### src/hw/rtl/fqr_pkg.sv
`timescale 1ns / 1ps

package fqr_pkg;

  // Field widths of the command and response items.
  localparam int VAL_W = 32;
  localparam int OP_W  = 2;
  localparam int ST_W  = 2;
  localparam int OCC_W = 5;

  // Operation codes; the fourth code is a no-op.
  typedef enum logic [OP_W-1:0] {
    OP_APPEND = 2'd0,
    OP_REMOVE = 2'd1,
    OP_CLEAR  = 2'd2
  } op_t;

  // Result status codes.
  typedef enum logic [ST_W-1:0] {
    ST_DONE      = 2'd0,
    ST_EMPTY     = 2'd1,
    ST_NOT_FOUND = 2'd2,
    ST_FULL      = 2'd3
  } status_t;

  // Command item: what to do and the value or key it applies to.
  typedef struct packed {
    logic [OP_W-1:0]         operation;
    logic signed [VAL_W-1:0] value;
  } cmd_item_t;

  // Response item: outcome and occupancy after the command.
  typedef struct packed {
    logic [ST_W-1:0]  status;
    logic [OCC_W-1:0] occupancy;
  } rsp_item_t;

  // Controller states.
  typedef enum logic {
    S_IDLE,
    S_APPLY
  } ctrl_state_t;

  // Commands from the controller to the datapath.
  typedef struct packed {
    logic capture;
    logic apply;
  } ctrl_cmd_t;

  // Status from the datapath to the controller.
  typedef struct packed {
    logic result_busy;
  } dp_status_t;

endpackage

### src/hw/rtl/fqr_ctrl.sv
`timescale 1ns / 1ps

module fqr_ctrl (
  input  logic                   clk,
  input  logic                   rst,
  input  logic                   cmd_valid,
  output logic                   cmd_stall,
  input  fqr_pkg::dp_status_t    sts,
  output fqr_pkg::ctrl_cmd_t     ctl
);

  fqr_pkg::ctrl_state_t state, state_next;

  // State register.
  always_ff @(posedge clk) begin
    if (rst) begin
      state <= fqr_pkg::S_IDLE;
    end else begin
      state <= state_next;
    end
  end

  // Next state and datapath commands. An item is taken in idle, where each
  // cell compares its entry with the key; the update follows once the
  // response register is free.
  always_comb begin
    state_next  = state;
    cmd_stall   = 1'b1;
    ctl.capture = 1'b0;
    ctl.apply   = 1'b0;
    case (state)
      fqr_pkg::S_IDLE: begin
        cmd_stall   = 1'b0;
        ctl.capture = cmd_valid;
        if (cmd_valid) begin
          state_next = fqr_pkg::S_APPLY;
        end
      end
      fqr_pkg::S_APPLY: begin
        if (!sts.result_busy) begin
          ctl.apply  = 1'b1;
          state_next = fqr_pkg::S_IDLE;
        end
      end
      default: begin
        state_next = fqr_pkg::S_IDLE;
      end
    endcase
  end

  // A captured item is always followed by its apply step, never by another capture.
  a_capture_then_apply: assert property (@(posedge clk) disable iff (rst)
    ctl.capture |=> (state == fqr_pkg::S_APPLY) && !ctl.capture)
    else $error("capture not followed by apply state");

  // Apply only happens while the response register can be loaded.
  a_apply_when_free: assert property (@(posedge clk) disable iff (rst)
    ctl.apply |-> !sts.result_busy)
    else $error("apply while response held");

  // Items are only taken in idle.
  a_take_in_idle: assert property (@(posedge clk) disable iff (rst)
    ctl.capture |-> (state == fqr_pkg::S_IDLE))
    else $error("item taken outside idle");

endmodule

### src/hw/rtl/fqr_datapath.sv
`timescale 1ns / 1ps

module fqr_datapath #(
  parameter int DEPTH = 16
) (
  input  logic                  clk,
  input  logic                  rst,
  input  fqr_pkg::cmd_item_t    cmd,
  input  fqr_pkg::ctrl_cmd_t    ctl,
  output fqr_pkg::dp_status_t   sts,
  output logic                  rsp_valid,
  input  logic                  rsp_stall,
  output fqr_pkg::rsp_item_t    rsp
);

  localparam int CW = $clog2(DEPTH + 1);

  logic signed [fqr_pkg::VAL_W-1:0] entries [DEPTH];
  logic [CW-1:0]                    count;
  logic [CW-1:0]                    count_next;
  logic [DEPTH-1:0]                 hit;
  logic [DEPTH-1:0]                 match;
  logic [DEPTH-1:0]                 shift_en;
  logic [fqr_pkg::OP_W-1:0]         op;
  logic signed [fqr_pkg::VAL_W-1:0] key;
  logic                             found;
  logic                             full;
  logic                             empty;
  logic                             do_append;
  logic                             do_remove;
  fqr_pkg::status_t                 status_next;

  // Per-cell compare against the incoming key, and the shift enable for a
  // removal: every cell at or above the oldest match takes its neighbour.
  for (genvar j = 0; j < DEPTH; j++) begin : g_cmp
    assign hit[j]      = (entries[j] == cmd.value) && (CW'(j) < count);
    assign shift_en[j] = |match[j:0];
  end

  // Capture the operation, the key and the match vector when an item is taken.
  always_ff @(posedge clk) begin
    if (ctl.capture) begin
      op    <= cmd.operation;
      key   <= cmd.value;
      match <= hit;
    end
  end

  // Decide the outcome of the captured operation.
  always_comb begin
    found       = |match;
    full        = (count == CW'(DEPTH));
    empty       = (count == '0);
    do_append   = 1'b0;
    do_remove   = 1'b0;
    count_next  = count;
    status_next = fqr_pkg::ST_DONE;
    case (op)
      fqr_pkg::OP_APPEND: begin
        if (full) begin
          status_next = fqr_pkg::ST_FULL;
        end else begin
          do_append  = 1'b1;
          count_next = count + CW'(1);
        end
      end
      fqr_pkg::OP_REMOVE: begin
        if (empty) begin
          status_next = fqr_pkg::ST_EMPTY;
        end else if (!found) begin
          status_next = fqr_pkg::ST_NOT_FOUND;
        end else begin
          do_remove  = 1'b1;
          count_next = count - CW'(1);
        end
      end
      fqr_pkg::OP_CLEAR: begin
        count_next = '0;
      end
      default: begin
        status_next = fqr_pkg::ST_DONE;
      end
    endcase
  end

  // Storage cells: append writes the tail cell, removal closes the gap.
  for (genvar j = 0; j < DEPTH; j++) begin : g_cell
    if (j < DEPTH - 1) begin : g_mid
      always_ff @(posedge clk) begin
        if (ctl.apply) begin
          if (do_append && (CW'(j) == count)) begin
            entries[j] <= key;
          end else if (do_remove && shift_en[j]) begin
            entries[j] <= entries[j+1];
          end
        end
      end
    end else begin : g_last
      always_ff @(posedge clk) begin
        if (ctl.apply && do_append && (CW'(j) == count)) begin
          entries[j] <= key;
        end
      end
    end
  end

  // Entry count.
  always_ff @(posedge clk) begin
    if (rst) begin
      count <= '0;
    end else if (ctl.apply) begin
      count <= count_next;
    end
  end

  // Response register.
  always_ff @(posedge clk) begin
    if (rst) begin
      rsp_valid <= 1'b0;
    end else if (ctl.apply) begin
      rsp_valid <= 1'b1;
    end else if (!rsp_stall) begin
      rsp_valid <= 1'b0;
    end
  end

  always_ff @(posedge clk) begin
    if (ctl.apply) begin
      rsp.status    <= status_next;
      rsp.occupancy <= fqr_pkg::OCC_W'(count_next);
    end
  end

  assign sts.result_busy = rsp_valid && rsp_stall;

  // The count never exceeds the capacity.
  a_count_bound: assert property (@(posedge clk) disable iff (rst)
    count <= CW'(DEPTH))
    else $error("entry count above capacity");

  // Every apply step presents a response on the next cycle.
  a_apply_gives_rsp: assert property (@(posedge clk) disable iff (rst)
    ctl.apply |=> rsp_valid)
    else $error("apply without response");

  // A clear leaves the queue empty.
  a_clear_empties: assert property (@(posedge clk) disable iff (rst)
    ctl.apply && (op == fqr_pkg::OP_CLEAR) |=> (count == '0))
    else $error("clear left entries");

  // Count moves only on an apply step.
  a_count_stable: assert property (@(posedge clk) disable iff (rst)
    !ctl.apply |=> $stable(count))
    else $error("count changed without apply");

endmodule

### src/hw/rtl/fifo_queue_with_remove_by_value.sv
`timescale 1ns / 1ps

// Bounded FIFO of signed 32-bit values with append, remove-oldest-equal and
// clear commands; every command item returns one response item with a status
// and the occupancy after the command. In the cycle an item is taken, every
// storage cell compares its entry with the key in parallel and the match
// vector is registered; the controller then applies the update (tail write,
// gap-closing shift or clear) and loads the response register. A response
// left waiting under stall holds the next item in its apply step until it is
// taken. Reset clears the count at once; there is no clearing pass, and
// storage contents are undefined until written. The occupancy field carries
// the low five bits of the count.
module fifo_queue_with_remove_by_value #(
  parameter int DEPTH = 16
) (
  input  logic                clk,
  input  logic                rst,
  input  logic                cmd_valid,
  output logic                cmd_stall,
  input  fqr_pkg::cmd_item_t  cmd,
  output logic                rsp_valid,
  input  logic                rsp_stall,
  output fqr_pkg::rsp_item_t  rsp
);

  fqr_pkg::ctrl_cmd_t  ctl;
  fqr_pkg::dp_status_t sts;

  // Sequencer.
  fqr_ctrl u_ctrl (
    .clk       (clk),
    .rst       (rst),
    .cmd_valid (cmd_valid),
    .cmd_stall (cmd_stall),
    .sts       (sts),
    .ctl       (ctl)
  );

  // Storage cells, count and response register.
  fqr_datapath #(
    .DEPTH (DEPTH)
  ) u_datapath (
    .clk       (clk),
    .rst       (rst),
    .cmd       (cmd),
    .ctl       (ctl),
    .sts       (sts),
    .rsp_valid (rsp_valid),
    .rsp_stall (rsp_stall),
    .rsp       (rsp)
  );

endmodule

### config.mk
export PLATFORM = sky130hd
export DESIGN_NAME = fifo_queue_with_remove_by_value
export DESIGN_NICKNAME = d
export VERILOG_FILES = /design/src/hw/rtl/fqr_pkg.sv /design/src/hw/rtl/fqr_ctrl.sv /design/src/hw/rtl/fqr_datapath.sv /design/src/hw/rtl/fifo_queue_with_remove_by_value.sv
export SDC_FILE = /design/constraint.sdc
export NUM_CORES = 1
export LEC_CHECK = 0
export BUFFER_PORTS_ARGS = -buffer_cell sky130_fd_sc_hd__buf_2
export CAP_MARGIN = 20
export CORE_ASPECT_RATIO = 0.5
export CORE_MARGIN = 5
export CORE_UTILIZATION = 55
export DETAILED_ROUTE_END_ITERATION = 10
export PLACE_DENSITY_LB_ADDON = 0.12
export SLEW_MARGIN = 10
export SYNTH_ARGS = -nofsm -noshare
export SYNTH_HDL_FRONTEND = slang
export SYNTH_SLANG_ARGS = --single-unit
### constraint.sdc
create_clock -name clk -period 4.54 [get_ports clk]
set_input_delay 0.681 -clock clk [delete_from_list [all_inputs] [get_ports clk]]
set_output_delay 0.681 -clock clk [all_outputs]
set_load 0.02 [all_outputs]
# [Word level (Yosys, flattened, before mapping)]
# Memories as Yosys holds them, arrays and structs flattened.
# Index checks and enable logic that the tools add are counted.
[op_classes] order_cmp=16 mux=147 bitwise_logic=16 eq_ne=35 n_reduce_logical=67 addsub=2
[ops] op="$eq 32x32->1" n=16
[ops] op="$mux 32" n=16
[ops] op="$mux 1" n=121
[ops] op="$logic_and 1x1->1" n=49
[ops] op="$eq 4x5->1 const A" n=8
[ops] op="$lt 4x5->1 const A" n=8
[ops] op="$reduce_or 32->1" n=1
[ops] op="$eq 3x5->1 const A" n=4
[ops] op="$lt 3x5->1 const A" n=4
[ops] op="$reduce_or 16->1" n=1
[ops] op="$mux 5" n=3
[ops] op="$or 1x1->1" n=15
[ops] op="$pmux 5 s3" n=1
[ops] op="$reduce_or 15->1" n=1
[ops] op="$reduce_or 14->1" n=1
[ops] op="$reduce_or 13->1" n=1
[ops] op="$reduce_or 12->1" n=1
[ops] op="$reduce_or 11->1" n=1
[ops] op="$eq 2x5->1 const A" n=2
[ops] op="$lt 1x5->1 const A" n=2
[ops] op="$lt 2x5->1 const A" n=2
[ops] op="$reduce_or 10->1" n=1
[ops] op="$reduce_or 9->1" n=1
[ops] op="$reduce_or 8->1" n=1
[ops] op="other kinds (20)" n=22
[totals] ram_bits=512 output_inout_bits=9 n_memories=1 in_bits=38 regBits=64 wordCells=292
[mem_list] memory="u_datapath.entries" depth=16 width=32 rd=16 rd_ports_with_merged_regs=0 wr=15 line_no="fqr_datapath.sv:18" text="logic signed [fqr_pkg::VAL_W-1:0] entries [DEPTH];"

# [Depth between registers and ports, before layout]
[depth] word_depth=11 ltp_mapped=9 mapped_depth_nobuf=6

# [Cells and area by module]
# A second synthesis with hierarchy kept.
[unflattened] hier_cells=2083 hier_area_um2=30212.7
[by_module_without_submodules] mod="fqr_datapath" instances=1 cells_each=2078 area_per_inst_um2=30165.2
[by_module_without_submodules] mod="fqr_ctrl" instances=1 cells_each=5 area_per_inst_um2=47.5

# [Least setup slack after synthesis]
# Ideal clock, no wire load.
[synth_path] path_type="input to register" startpoint="input rsp_stall" endpoint="memory u_datapath.entries[1][224] (netlist name) (enable)" arrival_time_ps=4443 cell_stages=5 slack_ps=-404 path_cell_list="a21bo_2 > clkbuf_1 > clkinv_1 > nand2_1 > nor4_1"
[synth_rtl] item="from (decl)" line_no="fifo_queue_with_remove_by_value.sv:22" text="input logic rsp_stall,"
[synth_rtl] item="to (decl)" line_no="fqr_datapath.sv:18"

==> flow_metrics.env <==
export IMPL_drt_total_wl_um=100500
export IMPL_netSwitchingFraction_pct=23.74
export IMPL_ctsHoldBuffers=0
export IMPL_synth_seq_cells=576
export IMPL_cts_sinks=576
export IMPL_postLayoutSetupSlackWorst_ns=0.8122
export IMPL_seq_area_frac_synth_pct=56.75
export IMPL_end_kind="flip-flop"
export IMPL_drv_cap=0
export IMPL_synthTopCellsByCount="edfxtp_1, xor2_1, mux2_2, nor4_1, clkbuf_1"
export IMPL_syn_area_um2=30360
export IMPL_cp_required_ns=4.77
export IMPL_fp_dieW_um=342.2
export IMPL_grtUsageMet1_pct=49.10
export IMPL_avgSynthCellArea_um2=14.60
export IMPL_fin_nets=2133
export IMPL_post_cts_setup_buffers=0
export IMPL_drtAntennaViolNets=0
export IMPL_arrival_ns=3.96
export IMPL_cts_max_level=2
export IMPL_hpwl_um=67600
export IMPL_path_clk_slew_ns=0.07
export IMPL_gr_total_overflow=0
export IMPL_cts_buffers=52
export IMPL_antenna_found_initial=4
export IMPL_ys_top_cells_by_area="edfxtp_1, mux2_2, xor2_1, mux2_4, nor4_1"
export IMPL_netlist_area_leader_share_pct=56.29
export IMPL_p_seq_share_pct=51.7
export IMPL_period_share_pct=82.11
export IMPL_clockBufferDepth=3
export IMPL_yosysMostFrequentCell="edfxtp_1"
export IMPL_synth_top_cell_by_area="edfxtp_1"
export IMPL_root_buffer="clkbuf_16"
export IMPL_num_rows=60
export IMPL_p_switching_mw=2.789
export IMPL_syn2layout_area_growth_pct=9.678
export IMPL_start_util_pct=56.01
export IMPL_rsz0062_at_grt="no"
export IMPL_layout_drive_gt1_share_pct=33.15
export IMPL_top_usage_layer="met1"
export IMPL_p_comb_share_pct=7.9
export IMPL_tightest_slew_ns=1.236
export IMPL_insertion_delay_ns=0.62
export IMPL_synthArstFlopShare_pct=0
export IMPL_fin_crit_ns=3.728
export IMPL_grtUsageTotal_pct=32.87
export IMPL_setup_viol=0
export IMPL_num_vias=18842
export IMPL_dr_pass1_iters=5
export IMPL_p_leak_nw=11.27
export IMPL_setup_tns_ns=0
export IMPL_die_height_um=176.1
export IMPL_yosys_most_used_dff="edfxtp_1"
export IMPL_first_global_vias=18365
export IMPL_dieArea_um2=60280
export IMPL_final_max_slew_violation_count=0
export IMPL_critPathMaxFanout=32
export IMPL_wire_per_inst_um=34.92
export IMPL_antenna_cells=0
export IMPL_cts_tree="done"
export IMPL_placed_cells=2777
export IMPL_crit_type="reg2reg"
export IMPL_syn_nets=2122
export IMPL_fin_cells=2877
export IMPL_finalHoldViolations=0
export IMPL_ys_types=62
export IMPL_dp_slack_ns=0.9099
export IMPL_postCtsResizedCells=0
export IMPL_grt_max_degree=36
export IMPL_p_per_area_nw_per_um2=352.9
export IMPL_relSlewSlack_pct=17.61
export IMPL_initialDrtViolationCount=2788
export IMPL_routed_via_density=6.549
export IMPL_skew_ns=0.02910
export IMPL_grt_pass1_wl_um=140300
export IMPL_yosysWarnings=0
export IMPL_hold_class="in2reg"
export IMPL_clockPowerShare_pct=40.3
export IMPL_grt_use_met2_pct=45.84
export IMPL_place_congestion=0.9742
export IMPL_max_freq_mhz=268.3
export IMPL_p_int_mw=8.961
export IMPL_met3_usage_pct=9.151
export IMPL_outcome="finished, final reports clean"
export IMPL_cp_start_kind="flip-flop"
export IMPL_drc=0
export IMPL_pin_count=47
export IMPL_core_um2=54200
export IMPL_peakVddDrop_uv=274.3
export IMPL_syn_inst=2079
export IMPL_portBuffers=46
export IMPL_synth_edf_count=569
export IMPL_fin_util_pct=61.43
[worst max-delay path, stage by stage, from the launching register on]
cell and delay (ns):
dfxtp_1 0.32, inv_1 0.25, ha_1 0.48, nor4bb_1 1.00, nor3_1 0.29, and3_1 0.38, a31o_2 0.57
[logic make-up (layout without fill, tap and decap cells)]
kind of cell / Yosys count / after routing / share of synthesized area, %
AOI/OAI and AO/OA: 70 / 70 / 1.669
xor gates and xnor gates: 514 / 514 / 14.83
adders and majority gates: 5 / 5 / 0.2061
buffers and inverters: 170 / 224 / 2.593
DFF: 576 / 576 / 56.75
muxes: 480 / 480 / 18.89
and+or+nand+nor: 264 / 264 / 5.061
[routing by layer]
metal / routed length, um / up-vias / part of all wire, %
li1: - / 7776 / -
met1: 42960 / 9609 / 43
met2: 40750 / 1223 / 41
met3: 12570 / 230 / 13
met4: 4163 / 4 / 4.1
met5: 20 / - / 0.020
[final cells by class]
| class | instances | area [um^2] |
|---|---|---|
| clock buffers | 59 | 1349 |
| flip-flops and latches | 576 | 17230 |
| well taps | 744 | 930.9 |
| fillers | 4171 | 20910 |
| multi-input cells | 1333 | 12500 |
| clock inverters | 38 | 415.4 |
| repair buffers | 121 | 853.3 |
| inverters | 6 | 22.52 |
[worst paths after layout]
path,to,startpoint,depth (start not counted),slack (ns)
worst max-delay path,u_datapath.entries[1][41],u_datapath.count[1],6,0.81
worst min-delay path,u_datapath.op[0],cmd[32],1,0.26
worst max register to register,u_datapath.entries[1][41],u_datapath.count[1],6,0.81
worst min register to register,u_datapath.rsp_valid,u_datapath.rsp_valid,2,0.52
[state kept, by name, indices dropped and copies added, names as in the netlist]
name                  cells
u_datapath.count          5
u_ctrl.state              1
u_datapath.op             2
u_datapath.entries      512
u_datapath.rsp_valid      1
u_datapath.rsp            7
u_datapath.key           32
u_datapath.match         16
[metrics by stage]
stage	cell area, um^2	hold WS (ns)	total power, mW
floorplan	30370	0.5122	6.682
global placement	31430	0.4927	7.064
detailed placement	31460	0.5132	7.078
CTS	33220	0.2398	11.71
global route	33290	0.2418	12.02
finish	33290	0.2552	11.75
[power by group through the flow]
stage | Combinational, mW | Sequential (mW) | Clock, mW
CTS | 0.900 | 6.07 | 4.74
global placement | 0.873 | 6.19 | 0
floorplan | 0.606 | 6.08 | 0
finish | 0.931 | 6.08 | 4.74
global route | 0.974 | 6.07 | 4.98
detailed placement | 0.891 | 6.19 | 0
[layout by cell type (no fill, tap or decap), drive strengths merged, types with 8 or more instances in the layout]
cell type	n
bufinv	9
xor2	451
a21o	8
inv	8
xnor2	63
nand3	26
nor4	121
nor3	27
buf	121
nand2	15
edfxtp	569
clkbuf	59
nor2	16
mux2	480
clkinv	27
a21oi	13
nand4	30
No activity file was read; power rests on OpenSTA's default activity.
